`config.mk`:
```
export PLATFORM = sky130hd
export DESIGN_NAME = bounded_set_table
export DESIGN_NICKNAME = d
export VERILOG_FILES = /design/src/hdl/bst_pkg.sv /design/src/hdl/bst_ram.sv /design/src/hdl/bounded_set_table.sv
export SDC_FILE = /design/constraint.sdc
export NUM_CORES = 2
export LEC_CHECK = 0
export BUFFER_PORTS_ARGS = -buffer_cell sky130_fd_sc_hd__buf_2
export CAP_MARGIN = 10
export CORE_ASPECT_RATIO = 0.6
export CORE_MARGIN = 1.5
export CORE_UTILIZATION = 65
export DETAILED_ROUTE_END_ITERATION = 16
export GPL_ROUTABILITY_DRIVEN = 0
export PLACE_DENSITY = 0.77
export RECOVER_POWER = 100
export SLEW_MARGIN = 20
export SYNTH_ARGS = -nofsm -noshare
export SYNTH_HDL_FRONTEND = slang
export SYNTH_SLANG_ARGS = --single-unit
```
`constraint.sdc`:
```
create_clock -name clk -period 9.5 [get_ports clk]
set_clock_uncertainty 0.05 [all_clocks]
set_input_delay 1.9 -clock clk [delete_from_list [all_inputs] [get_ports clk]]
set_output_delay 1.9 -clock clk [all_outputs]
set_load 0.02 [all_outputs]
```
`src/hdl/bst_pkg.sv`:
```
// Shared types and constants for the bounded set table.
`timescale 1ns / 1ps

package bst_pkg;

  localparam int VALUE_BITS = 32;
  localparam int COUNT_BITS = 7;
  localparam int CAP_BITS   = 7;
  localparam int OP_BITS    = 2;

  localparam logic [CAP_BITS-1:0] CAP_RESET = 7'd64;

  localparam logic [OP_BITS-1:0] OP_ADD    = 2'd0;
  localparam logic [OP_BITS-1:0] OP_REMOVE = 2'd1;
  localparam logic [OP_BITS-1:0] OP_QUERY  = 2'd2;

  typedef struct packed {
    logic [OP_BITS-1:0]    op;
    logic [VALUE_BITS-1:0] value;
  } bst_req_t;

  typedef struct packed {
    logic                  was_present;
    logic                  changed;
    logic                  full_res;
    logic [COUNT_BITS-1:0] count;
  } bst_res_t;

  typedef enum logic [2:0] {
    S_IDLE,
    S_SCAN,
    S_APPLY,
    S_MOVE,
    S_DONE
  } bst_state_t;

endpackage

```
`src/hdl/bst_ram.sv`:
```
// Generic single-port-write, single-port-read RAM with a registered read.
`timescale 1ns / 1ps

module bst_ram #(
  parameter int WIDTH = 32,
  parameter int DEPTH = 64
) (
  input  logic                                  clk,
  input  logic                                  we,
  input  logic [(DEPTH > 1 ? $clog2(DEPTH) : 1)-1:0] waddr,
  input  logic [WIDTH-1:0]                      wdata,
  input  logic [(DEPTH > 1 ? $clog2(DEPTH) : 1)-1:0] raddr,
  output logic [WIDTH-1:0]                      rdata
);

  logic [WIDTH-1:0] mem [DEPTH];

  always_ff @(posedge clk) begin
    if (we) begin
      mem[waddr] <= wdata;
    end
    rdata <= mem[raddr];
  end

endmodule

```
`src/hdl/bounded_set_table.sv`:
```
// Top level of the bounded set table: request decode, RAM scan and result register.
//
//   channel   direction  handshake              payload
//   req       in         req_valid / req_stall  bst_req_t  (op, value)
//   rsp       out        rsp_valid / rsp_stall  bst_res_t  (was_present, changed, full_res, count)
//   cfg       in         cfg_we                 capacity, 7 bits
//
// A request scans the held entries, one per cycle through the single read port of the
// element RAM.
// A remove that hits fetches the last entry in S_APPLY before it moves it in S_MOVE.
// Synchronous reset empties the set and restores the capacity; the RAM is not cleared.
// A finished result waits in the output register while the next request is taken;
// that request completes its scan but holds in its last state until the register is free.
`timescale 1ns / 1ps

module bounded_set_table #(
  parameter int DEPTH = 64
) (
  input  logic                 clk,
  input  logic                 rst,
  input  logic                 cfg_we,
  input  logic [6:0]           cfg_wdata,
  input  logic                 req_valid,
  output logic                 req_stall,
  input  bst_pkg::bst_req_t    req,
  output logic                 rsp_valid,
  input  logic                 rsp_stall,
  output bst_pkg::bst_res_t    rsp
);

  import bst_pkg::*;

  localparam int AW = (DEPTH > 1) ? $clog2(DEPTH) : 1;
  localparam int CW = $clog2(DEPTH + 1);
  localparam int EW = (CW > CAP_BITS) ? CW : CAP_BITS;

  bst_state_t state, state_next;

  logic [CAP_BITS-1:0]   capacity;
  logic [CW-1:0]         count, count_next;
  logic [OP_BITS-1:0]    op_q, op_q_next;
  logic [VALUE_BITS-1:0] value_q, value_q_next;
  logic                  full_q, full_q_next;
  logic                  found, found_next;
  logic                  chg, chg_next;
  logic [AW-1:0]         pos, pos_next;
  logic [CW-1:0]         issue_idx, issue_idx_next;
  logic                  rd_pend, rd_pend_next;
  logic [AW-1:0]         cmp_idx, cmp_idx_next;
  logic                  rsp_valid_next;
  bst_res_t              rsp_next;

  logic                  ram_we;
  logic [AW-1:0]         ram_waddr;
  logic [VALUE_BITS-1:0] ram_wdata;
  logic [AW-1:0]         ram_raddr;
  logic [VALUE_BITS-1:0] ram_rdata;

  logic [EW-1:0]         cap_ext;
  logic [EW-1:0]         cap_eff;
  logic [CW-1:0]         last_idx;
  logic                  hit;

  bst_ram #(
    .WIDTH (VALUE_BITS),
    .DEPTH (DEPTH)
  ) u_store (
    .clk   (clk),
    .we    (ram_we),
    .waddr (ram_waddr),
    .wdata (ram_wdata),
    .raddr (ram_raddr),
    .rdata (ram_rdata)
  );

  // The effective capacity never exceeds the depth of the store.
  assign cap_ext  = EW'(capacity);
  assign cap_eff  = (cap_ext > EW'(DEPTH)) ? EW'(DEPTH) : cap_ext;
  assign last_idx = count - CW'(1);
  assign hit      = rd_pend && (ram_rdata == value_q);
  assign req_stall = (state != S_IDLE);

  always_comb begin
    state_next     = state;
    count_next     = count;
    op_q_next      = op_q;
    value_q_next   = value_q;
    full_q_next    = full_q;
    found_next     = found;
    chg_next       = chg;
    pos_next       = pos;
    issue_idx_next = issue_idx;
    rd_pend_next   = rd_pend;
    cmp_idx_next   = cmp_idx;
    rsp_next       = rsp;
    rsp_valid_next = rsp_valid && rsp_stall;
    ram_we         = 1'b0;
    ram_waddr      = pos;
    ram_wdata      = value_q;
    ram_raddr      = issue_idx[AW-1:0];

    case (state)
      S_IDLE: begin
        if (req_valid) begin
          op_q_next      = req.op;
          value_q_next   = req.value;
          full_q_next    = (EW'(count) >= cap_eff);
          found_next     = 1'b0;
          chg_next       = 1'b0;
          issue_idx_next = '0;
          rd_pend_next   = 1'b0;
          state_next     = S_SCAN;
        end
      end

      // One read is issued per cycle; the entry read in the previous cycle is compared.
      S_SCAN: begin
        if (hit) begin
          found_next   = 1'b1;
          pos_next     = cmp_idx;
          rd_pend_next = 1'b0;
          state_next   = S_APPLY;
        end else if (issue_idx < count) begin
          rd_pend_next   = 1'b1;
          cmp_idx_next   = issue_idx[AW-1:0];
          issue_idx_next = issue_idx + CW'(1);
        end else begin
          rd_pend_next = 1'b0;
          if (!rd_pend) begin
            state_next = S_APPLY;
          end
        end
      end

      S_APPLY: begin
        if (op_q == OP_REMOVE && found) begin
          ram_raddr  = last_idx[AW-1:0];
          state_next = S_MOVE;
        end else if (op_q == OP_ADD && !found && !full_q) begin
          ram_we     = 1'b1;
          ram_waddr  = count[AW-1:0];
          ram_wdata  = value_q;
          count_next = count + CW'(1);
          chg_next   = 1'b1;
          state_next = S_DONE;
        end else begin
          state_next = S_DONE;
        end
      end

      // The last held entry fills the hole left by the removed one.
      S_MOVE: begin
        ram_we     = 1'b1;
        ram_waddr  = pos;
        ram_wdata  = ram_rdata;
        count_next = count - CW'(1);
        chg_next   = 1'b1;
        state_next = S_DONE;
      end

      S_DONE: begin
        if (!rsp_valid || !rsp_stall) begin
          rsp_next.was_present = found;
          rsp_next.changed     = chg;
          rsp_next.full_res    = full_q;
          rsp_next.count       = COUNT_BITS'(count);
          rsp_valid_next       = 1'b1;
          state_next           = S_IDLE;
        end
      end

      default: begin
        state_next = S_IDLE;
      end
    endcase
  end

  always_ff @(posedge clk) begin
    if (rst) begin
      state     <= S_IDLE;
      count     <= '0;
      capacity  <= CAP_RESET;
      rsp_valid <= 1'b0;
      rd_pend   <= 1'b0;
    end else begin
      state     <= state_next;
      count     <= count_next;
      rsp_valid <= rsp_valid_next;
      rd_pend   <= rd_pend_next;
      if (cfg_we) begin
        capacity <= cfg_wdata;
      end
    end
  end

  always_ff @(posedge clk) begin
    op_q      <= op_q_next;
    value_q   <= value_q_next;
    full_q    <= full_q_next;
    found     <= found_next;
    chg       <= chg_next;
    pos       <= pos_next;
    issue_idx <= issue_idx_next;
    cmp_idx   <= cmp_idx_next;
    rsp       <= rsp_next;
  end

endmodule

```
* After elaboration in Yosys (flattened, before gate mapping)
Memories as Yosys holds them, arrays and structs flattened. A register that Yosys moved wholly into a read port is not among the register bits.
Index checks and enable logic that the tools add are counted.
** Cells by class
- Add/sub/neg operators :: 3
- Order comparisons :: 3
- Equality and inequality tests :: 15
- Multiplexer cells :: 37
- Bitwise gates (word level) :: 1
- Reductions and logical operators :: 26
** Operator list (number)
- $mux W7 :: 6
- $eq A32 B32 Y1 :: 1
- $mux W32 :: 1
- $mux W6 :: 5
- $pmux W7 S2 :: 2
- $mux W3 :: 6
- $pmux W3 S5 :: 1
- $add A7 B1 Y7 const B :: 2
- $ne A2 B2 Y1 const B :: 7
- $mux W1 :: 12
- $reduce_and A4 Y1 :: 3
- $reduce_and A3 Y1 :: 3
- $reduce_and A2 Y1 :: 4
- $ge A7 B7 Y1 :: 1
- $gt A7 B7 Y1 const B :: 1
- $lt A7 B7 Y1 :: 1
- $sub A7 B1 Y7 const B :: 1
- $eq A3 B2 Y1 const B :: 2
- $ne A3 B3 Y1 const B :: 2
- $pmux W1 S2 :: 3
- $reduce_bool A3 Y1 :: 2
- $logic_and A1 B1 Y1 :: 5
- $logic_not A1 Y1 :: 4
- $reduce_bool A2 Y1 :: 2
- 8 further kinds :: 8
** Storage, ports and cells
- Bits in registers :: 85
- Bits in writable memories :: 2048
- Input port bits :: 46
- Output and inout port bits :: 12
- Word-level logic and storage cells :: 103
- Memories :: 1
** Memories
- u_store.mem :: depth 64, width 32, read ports 1, clocked after Yosys merged registers in 1, wr ports 1, RTL line bst_ram.sv:16 : logic [WIDTH-1:0] mem [DEPTH];

* Depth between registers and ports, before layout
- Depth after elaboration :: 8
- Mapped depth :: 14
- Gate-level depth less buffers :: 9

* Cells and area by module
From an unflattened synthesis, not the netlist that was laid out.
** Second synthesis, totals
- Cell total of the unflattened synthesis :: 3770
- Area total of the unflattened synthesis :: 82897.0 um^2
** By module, submodules not included
- bst_ram :: instances 1, cells each 3324, area each 78515.3 um^2, seq. area each 62139.6 um^2
- bounded_set_table :: instances 1, cells each 446, area each 4381.7 um^2, seq. area each 2362.3 um^2

* Worst setup path after synthesis
OpenSTA, ideal clock, no wires.
- Path type :: reg-to-reg
- Start point :: register state[2]
- End point :: memory u_store.mem[21][0], enable pin
- Setup time :: 421 ps
- Data arrival time :: 3136 ps
- Data required time :: 9029 ps
- Slack :: 5893 ps
- Stages on the path, launching flop included :: 10
- Buffers on the path :: 3
- Period minus slack after synthesis :: 3607 ps
- Cell sequence :: dfxtp_1 -> nand2b_1 -> buf_4 -> inv_4 -> nand3_1 -> clkbuf_1 -> buf_1 -> o21ai_0 -> nand2_1 -> nor2_1
** Between the ends
- Cells in the longest elaborated chain, start to end :: 4
- Elaborated cells on any way between the ends :: 6
- Classes of those cells :: eq/ne: 2; mux: 4
** Ends and longest elaborated chain
- start: declaration :: RTL line bounded_set_table.sv:37 : bst_state_t state, state_next;
- start signal: assignment :: RTL line bounded_set_table.sv:186 : state <= state_next;
- $eq A3 B2 Y1 :: RTL line bounded_set_table.sv:102 : case (state)
- $pmux W1 S2 :: RTL line bounded_set_table.sv:102
- $mux W1 :: RTL line bst_ram.sv:19 : if (we) begin
- $mux W1 (implied by the code) :: RTL line bst_ram.sv:20 : mem[waddr] <= wdata;
- end: declaration :: RTL line bst_ram.sv:16
Parallel ways exist; a longest one is shown, timed or not.

* Worst setup path after layout
- Start point :: register state[2]
- End point :: register u_store.rdata[20], read port of u_store.mem
** Between the ends
- Cells in the longest elaborated chain, start to end :: 2
** Ends and longest elaborated chain
- $eq A3 B2 Y1 :: RTL line bounded_set_table.sv:102
- $mux W6 :: RTL line bounded_set_table.sv:102
- end: declaration :: RTL line bst_ram.sv:13 : output logic [WIDTH-1:0] rdata
No other way between the ends.
A chain may end at the register's enable or synchronous reset.

==> qor.json <==
{
  "run_status": "complete, but fails checks",
  "violations": "max-capacitance violations, max-slew violations",
  "max_clock_freq_ghz": 0.137,
  "synth.distinct_cells": 76,
  "fp.dieW_um": 471,
  "end_of_flow_core_utilization_pct": 71.7,
  "grt_pass1_wl_um": 340000,
  "placement_rows": 102,
  "vias": 51600,
  "grt.overflow.total": 0,
  "avgViaCountPerCell": 7.40,
  "netlist_area_um2": 85400,
  "headroom_to_the_max_slew_limit_pct": -131,
  "hold-path-cell-count": 0,
  "place_hpwl_um": 129000,
  "cts_max_level": 4,
  "share_of_final_layout_standard_cells_stronger_than_drive_strength_1_pct": 11.1,
  "timing.final.hold_violations": 0,
  "synthTopCellsByArea": "sky130_fd_sc_hd__edfxtp_1 74%, sky130_fd_sc_hd__mux4_2 4.0%, sky130_fd_sc_hd__a211oi_1 2.6%",
  "reg2reg_depth": 9,
  "max_cap_viol_count": 76,
  "critical_path.top_delay_family": "simple AND/OR/NAND/NOR gates",
  "final_antenna_net_count": 0,
  "drt_drc_violations_left": 0,
  "post-synth-top-area-cell": "sky130_fd_sc_hd__edfxtp_1",
  "drt_pre_antenna_iters": 8,
  "final.setup.tns_ns": 0,
  "cts_made_buffers": 178,
  "clk_pin_slew_ns": 0.07,
  "post-cts-setup-buffers": 0,
  "power.static_leakage_nw": 29.6,
  "grt_antenna_before_repair": 8,
  "num-fill-cells": 7791,
  "floorplan.core_area_um2": 130000,
  "worstMarginPinSlew_ns": 3.47,
  "fin_crit_sh_pct": 76.9,
  "critical_path_required_ns": 10.06,
  "final_nets": 5163,
  "portBuffers": 57,
  "critical_path_arrival_ns": 7.87,
  "grt_usage_pct": 35.3,
  "wirelength_um": 237000,
  "cts_tree": "built",
  "routedWlPerCell_um": 34.0,
  "num_io_pins": 58,
  "grt_pass1_vias": 48600,
  "ys_ff_latch": 2165,
  "yosys_warning_count": 0,
  "yosys_most_used_dff": "sky130_fd_sc_hd__edfxtp_1",
  "cts-root-to-sink-buffers": 3,
  "holdBufCountCts": 0,
  "cts_root_buffer": "sky130_fd_sc_hd__clkbuf_16",
  "die_height_um": 284,
  "synthCells": 5125,
  "min_path_type": "reg -> reg",
  "cts_num_sinks": 2165,
  "synth-edff-count": 2114,
  "clkLatencyLatePin_ns": 0.80,
  "post-route-min-period_ns": 7.30,
  "critical_path.max_fanout": 158,
  "critPathBufInv": 2,
  "critical_path_class": "reg -> reg",
  "netlist.area_leader.share_pct": 74.3,
  "critical_path.slowest_cell": "sky130_fd_sc_hd__nand2_1",
  "cellPowerDensity_nw_per_um2": 223,
  "worst_setup_path_start_kind": "flop",
  "synth.net_count": 5187,
  "die_area_um2": 134000,
  "drt_iter0_markers": 9878,
  "asyncSetResetFlopFracSynth_pct": 0,
  "cp.depth": 9,
  "yosys-top-cells-count": "2,114 x sky130_fd_sc_hd__edfxtp_1, 510 x sky130_fd_sc_hd__nand2_1, 293 x sky130_fd_sc_hd__a211oi_1",
  "timing.final.setup_violations": 0,
  "regToRegSetupSlack_ns": 2.20,
  "maximum_number_of_pins_on_one_net_before_global_route_repair": 181,
  "cts.repair.resized": 0,
  "synthToLayoutAreaGrowth_pct": 8.79,
  "critPathMaxStageDelay_ns": 1.82,
  "worstSetupEndpointType": "flop",
  "slew_viols_final": 3167,
  "post_synth.cell_area_avg_um2": 16.7,
  "synth.yosys.seq_area_share_pct": 75.5,
  "power.ir.vdd_worst_mv": 0.216,
  "synth_most_common_cell": "sky130_fd_sc_hd__edfxtp_1",
  "critical_path.cell_chain": "nand2b_1 -> clkinvlp_2 -> nand3_4 -> nand2_1 -> buf_12 -> a211oi_1 -> o31ai_1 -> a2111oi_1 -> nor4b_1",
  "floorplan.initialDensity_pct": 65.9,
  "rsz_0062_raised_after_global_routing": "false"
}
==> power breakdown <==
group	leakage (nW)	switching, W	internal, W
Sequential	19.5	0.000140	0.0107
Clock	2.77	0.00332	0.00390
Combinational	7.37	0.00183	0.000807
==> per-stage QoR <==
stage          instances  cell area (um^2)  hold slack (ns)  total power, W  worst slack (ns)
2_1_floorplan       5125             85400            0.350          0.0127              5.89
3_3_place_gp        6637             87800            0.358          0.0136              4.16
3_5_place_dp        6637             87900            0.360          0.0136              4.41
4_1_cts             6970             93500            0.375          0.0206              4.32
5_1_grt             6970             92900            0.384          0.0212              2.13
6_report            6974             92900            0.375          0.0207              2.20
==> routing by layer <==
metal | wire length (um) | GRT usage, %
met1 | 88500 | 54.3
met2 | 100000 | 48.8
met3 | 38400 | 9.39
met4 | 9870 | 13.3
met5 | 28 | 0
==> sequential cells by signal (all words and copies together) (netlist names), 7 cells and up <==
signal,count
u_store.rdata,32
value_q,32
cap_ext,7
u_store.mem,2048
count,7
rsp,10
issue_idx,7
==> final timing paths <==
check / start / to
worst max-delay path: state[2]$_SDFFE_PP0P_ / u_store.rdata[20]$_DFF_P_
worst min-delay path: cmp_idx[5]$_DFFE_PP_ / pos[5]$_DFFE_PP_
worst max register to register: state[2]$_SDFFE_PP0P_ / u_store.rdata[20]$_DFF_P_
worst min register to register: cmp_idx[5]$_DFFE_PP_ / pos[5]$_DFFE_PP_
==> cells in the final DEF (no fill, tap or decap), types with 71 or more instances in the layout <==
cell,n
sky130_fd_sc_hd__clkbuf_1,116
sky130_fd_sc_hd__a221oi_1,96
sky130_fd_sc_hd__a21oi_1,236
sky130_fd_sc_hd__edfxtp_1,2114
sky130_fd_sc_hd__a32oi_1,79
sky130_fd_sc_hd__a211oi_1,293
sky130_fd_sc_hd__and3_1,259
sky130_fd_sc_hd__mux4_2,151
sky130_fd_sc_hd__o21ai_0,71
sky130_fd_sc_hd__mux2i_1,138
sky130_fd_sc_hd__nand2_1,506
sky130_fd_sc_hd__o31ai_1,92
sky130_fd_sc_hd__clkbuf_16,187
==> final cells by class <==
type	instances	area, um^2	share of cell area, %
tap	1716	2150	2.31
inverter	18	68.8	0.0740
antenna	4	10.0	0.0108
clock buffer	242	5000	5.38
sequential	2165	64500	69.4
multi-input combinational	2550	19400	20.8
clock inverter	91	633	0.681
timing repair buffer	188	1210	1.30
==> cell families (layout without fill, tap and decap cells) <==
logic type      Yosys count  count (layout)  share of synthesized area, %
other cells               0               4                             0
xor+xnor                 45              45                         0.461
compound gates         1109            1109                          9.52
mux                     290             290                          5.61
buf+inv                 410             539                          2.31
simple gates           1090            1090                          6.36
fa+ha+maj                16              16                         0.234
flops                  2165            2165                          75.5
No activity file was read; power rests on OpenSTA's default activity.
